==> src/hdl/pest_ram.sv <==
`default_nettype none
// ----------------------------------------------------------------------------
// pest_ram: generic single-port-write, single-port-read RAM
// One write and one registered read per cycle.
// ----------------------------------------------------------------------------
module pest_ram #(
    parameter int WIDTH = 8,
    parameter int DEPTH = 8,
    localparam int AW   = (DEPTH > 1) ? $clog2(DEPTH) : 1
) (
    input  wire logic             i_clk,
    input  wire logic             i_we,
    input  wire logic [AW-1:0]    i_waddr,
    input  wire logic [WIDTH-1:0] i_wdata,
    input  wire logic [AW-1:0]    i_raddr,
    output logic      [WIDTH-1:0] o_rdata
);

    logic [WIDTH-1:0] r_mem [DEPTH];
    logic [WIDTH-1:0] r_rdata;

    always_ff @(posedge i_clk) begin
        if (i_we) begin
            r_mem[i_waddr] <= i_wdata;
        end
        r_rdata <= r_mem[i_raddr];
    end

    assign o_rdata = r_rdata;

endmodule
`default_nettype wire

==> config.mk <==
export PLATFORM = sky130hd
export DESIGN_NAME = pest_ram
export DESIGN_NICKNAME = d
export VERILOG_FILES = /design/src/hdl/pest_ram.sv
export SDC_FILE = /design/constraint.sdc
export NUM_CORES = 1
export LEC_CHECK = 0
export ABC_AREA = 1
export ABC_CLOCK_PERIOD_IN_PS = 1910
export BUFFER_PORTS_ARGS = -buffer_cell sky130_fd_sc_hd__buf_4
export CORE_MARGIN = 2
export CORE_UTILIZATION = 63
export CTS_BUF_LIST = sky130_fd_sc_hd__clkbuf_4 sky130_fd_sc_hd__clkbuf_8 sky130_fd_sc_hd__clkbuf_16
export DETAILED_ROUTE_END_ITERATION = 6
export GPL_ROUTABILITY_DRIVEN = 0
export MAX_ROUTING_LAYER = met4
export PLACE_DENSITY = 0.81
export REMOVE_ABC_BUFFERS = 1
export SKIP_LAST_GASP = 1
export SLEW_MARGIN = 5
export SYNTH_ARGS = -nofsm -noshare
export SYNTH_HDL_FRONTEND = slang
export SYNTH_SLANG_ARGS = --single-unit
==> constraint.sdc <==
create_clock -name i_clk -period 1.91 [get_ports i_clk]
set_input_delay 0.191 -clock i_clk [delete_from_list [all_inputs] [get_ports i_clk]]
set_output_delay 0.191 -clock i_clk [all_outputs]
set_load 0.02 [all_outputs]
==> qor.csv <==
stage,metric,value,unit
sta,timing.final.crit_share,0.524,
cts,cts_sinks,72,
cts,clkTransAtPathRegs,0.07,ns
synth,synth_most_common_cell,nand2_1,
cts,post-cts-setup-buffers,0,
sta,tightest_slew,0.373,ns
critical_path,path_buf_inv,1,
critical_path,crit_chain,buf_4,
critical_path,crit_type,reg2out,
routing,postRouteAntennaNets,0,
cts,htreeDepth,3,
final_layout,drive_gt1_frac,0.142,
floorplan,start_util,0.650,
critical_path,critPathTopFamily,flip-flops,
power_and_ir_drop,ir_drop,601,µV
floorplan,die_w,73.6,µm
cts,cts_hold_buf,0,
critical_path,required,1.72,ns
routing,drt_pass1_iterations,4,
synth,ys.flop_type,edfxtp_1,
final_layout,syn2layout_area_growth,12.6,%
synth,seq_area_frac_synth,0.683,
cts,cts-buffers-inserted,9,
synth,synthArstFlopShare,0,
floorplan,fp.coreArea,0.00469,mm²
synth,synth_area_leaders,"edfxtp_1, nand2_1, inv_1, dfxtp_1, nand3_1",
run,cap_violations,0,
floorplan,pin_count,24,
placed_design,port_buffers,23,
cts,tritoncts,built,
global_route,grt_pass1_vias,1907,
synth,synth_area_leader_cell,edfxtp_1,
global_route,antenna_found_initial,0,
sta,rsz0062_at_grt,no,
sta,fmax,1000,MHz
outcome,status,finished clean,
routing,wl_per_cell,14.7,µm
routing,drc,0,
global_route,grt_max_degree,34,
synth,syn_avg_cell_area,10.1,µm²
critical_path,start_kind,register,
critical_path,arrival,0.81,ns
power_and_ir_drop,power_leakage,1.64,nW
floorplan,num_rows,25,
placed_design,hpwl,3570,µm
sta,layout_min_cycle_time,1.00,ns
sta,hold_viol,0,
final_layout,n_antenna_cell,0,
synth,ys.warnings.count,0,
sta,drv_slew,0,
routing,vias,1958,
worst_hold_path,hold_path_class,in2reg,
synth,synth_top_cell_area_share,0.630,
synth,synthTopCellsByCount,"nand2_1, inv_1, edfxtp_1, nand3_1",
sta,fin_skew,0.00459,ns
floorplan,die_height,73.6,µm
routing,drtIter0Drc,170,
routing,routed_wl,5760,µm
synth,synth_edf_count,64,
final_layout,fin_nets,350,
sta,setup_viol,0,
critical_path,slowest_stage,dfxtp_1,
cts,post_cts_resized,0,
synth,synth_seq_cells,72,
floorplan,dieArea,0.00541,mm²
global_route,track_usage,0.247,
synth,syn_area,0.00305,mm²
cts,clockBufferDepth,2,
critical_path,worst-path-max-fanout,1,
sta,slew_headroom,0.750,
sta,final.setup.tns,0,ns
critical_path,critPathCaptureType,output pin,
critical_path,reg2reg_slack,1.03,ns
cts,clkLatencyLatePin,0.34,ns
routing,drt-vias-per-instance,4.98,
synth,synthCells,303,
cts,root_buffer,clkbuf_8,
power_and_ir_drop,powerDensity,917,mW/mm²
global_route,grt-ovfl-total,0,
critical_path,slowest_delay,0.33,ns
global_route,grt_pass1_wl,9230,µm
synth,ys_types,11,
final_layout,fin_util,0.732,
-- power breakdown --
| group | total [mW] | leakage, nW | internal (mW) | switching (mW) |
|---|---|---|---|---|
| Combinational | 0.259 | 0.892 | 0.0917 | 0.167 |
| Clock | 1.10 | 0.0939 | 0.566 | 0.531 |
| Sequential | 1.79 | 0.649 | 1.78 | 0.0154 |
| Total | 3.15 | 1.64 | 2.43 | 0.713 |
-- state kept, by name, summed over array words and instances (netlist names) --
signal and cells:
o_rdata 8, r_mem 64
-- worst paths after layout --
check | start | depth (start not counted) | endpoint
setup / recovery | o_rdata[0]$_DFF_P_ | 1 | o_rdata[0]
hold / removal | i_wdata[0] | 1 | r_mem[1][0]$_DFFE_PP_
setup reg to reg | r_mem[3][6]$_DFFE_PP_ | 6 | o_rdata[6]$_DFF_P_
hold reg to reg | r_mem[4][6]$_DFFE_PP_ | 6 | o_rdata[6]$_DFF_P_
-- routing by layer --
layer,GRT usage,up-vias,share of wire
li1,-,993,-
met1,0.300,881,0.39
met2,0.396,76,0.52
met3,0.0576,8,0.077
met4,0.107,0,0.016
met5,-,-,0
-- metrics by stage --
stage	area [µm²]	power (mW)	instances	hold slack, ns	worst slack (ns)
6_report	3430	3.15	393	0.0868	0.910
5_1_grt	3430	3.25	393	0.0781	0.860
4_1_cts	3430	3.16	393	0.0701	0.886
3_5_place_dp	3250	2.09	377	0.429	0.658
3_3_place_gp	3250	2.07	377	0.429	0.708
2_1_floorplan	2950	1.96	292	0.290	0.844
-- kinds of logic (layout without fill, tap and decap cells) --
group                  count (synthesis)  in the layout  share of synthesized area
AND/OR/NAND/NOR                      150            150                      0.198
buffers and inverters                 81            117                      0.120
flip-flops                            72             72                      0.683
-- cells in the final DEF (no fill, tap or decap) --
| master | instances |
|---|---|
| nand2_1 | 110 |
| inv_1 | 68 |
| edfxtp_1 | 64 |
| nand3_1 | 32 |
| buf_4 | 31 |
| clkbuf_8 | 11 |
| nor2_1 | 8 |
| dfxtp_1 | 8 |
| clkbuf_4 | 2 |
| inv_4 | 1 |
| inv_2 | 1 |
| clkinvlp_4 | 1 |
| clkinv_2 | 1 |
| clkinv_1 | 1 |
-- final cells by class --
| class | instances | area, µm² |
|---|---|---|
| clock buffers | 13 | 166 |
| clock inverters | 3 | 16.3 |
| repair buffers | 31 | 233 |
| multi-input cells | 150 | 603 |
| flip-flops and latches | 72 | 2080 |
| well taps | 54 | 67.6 |
| fillers | 334 | 1260 |
| inverters | 70 | 265 |
Power figures use the tool's default switching activity.
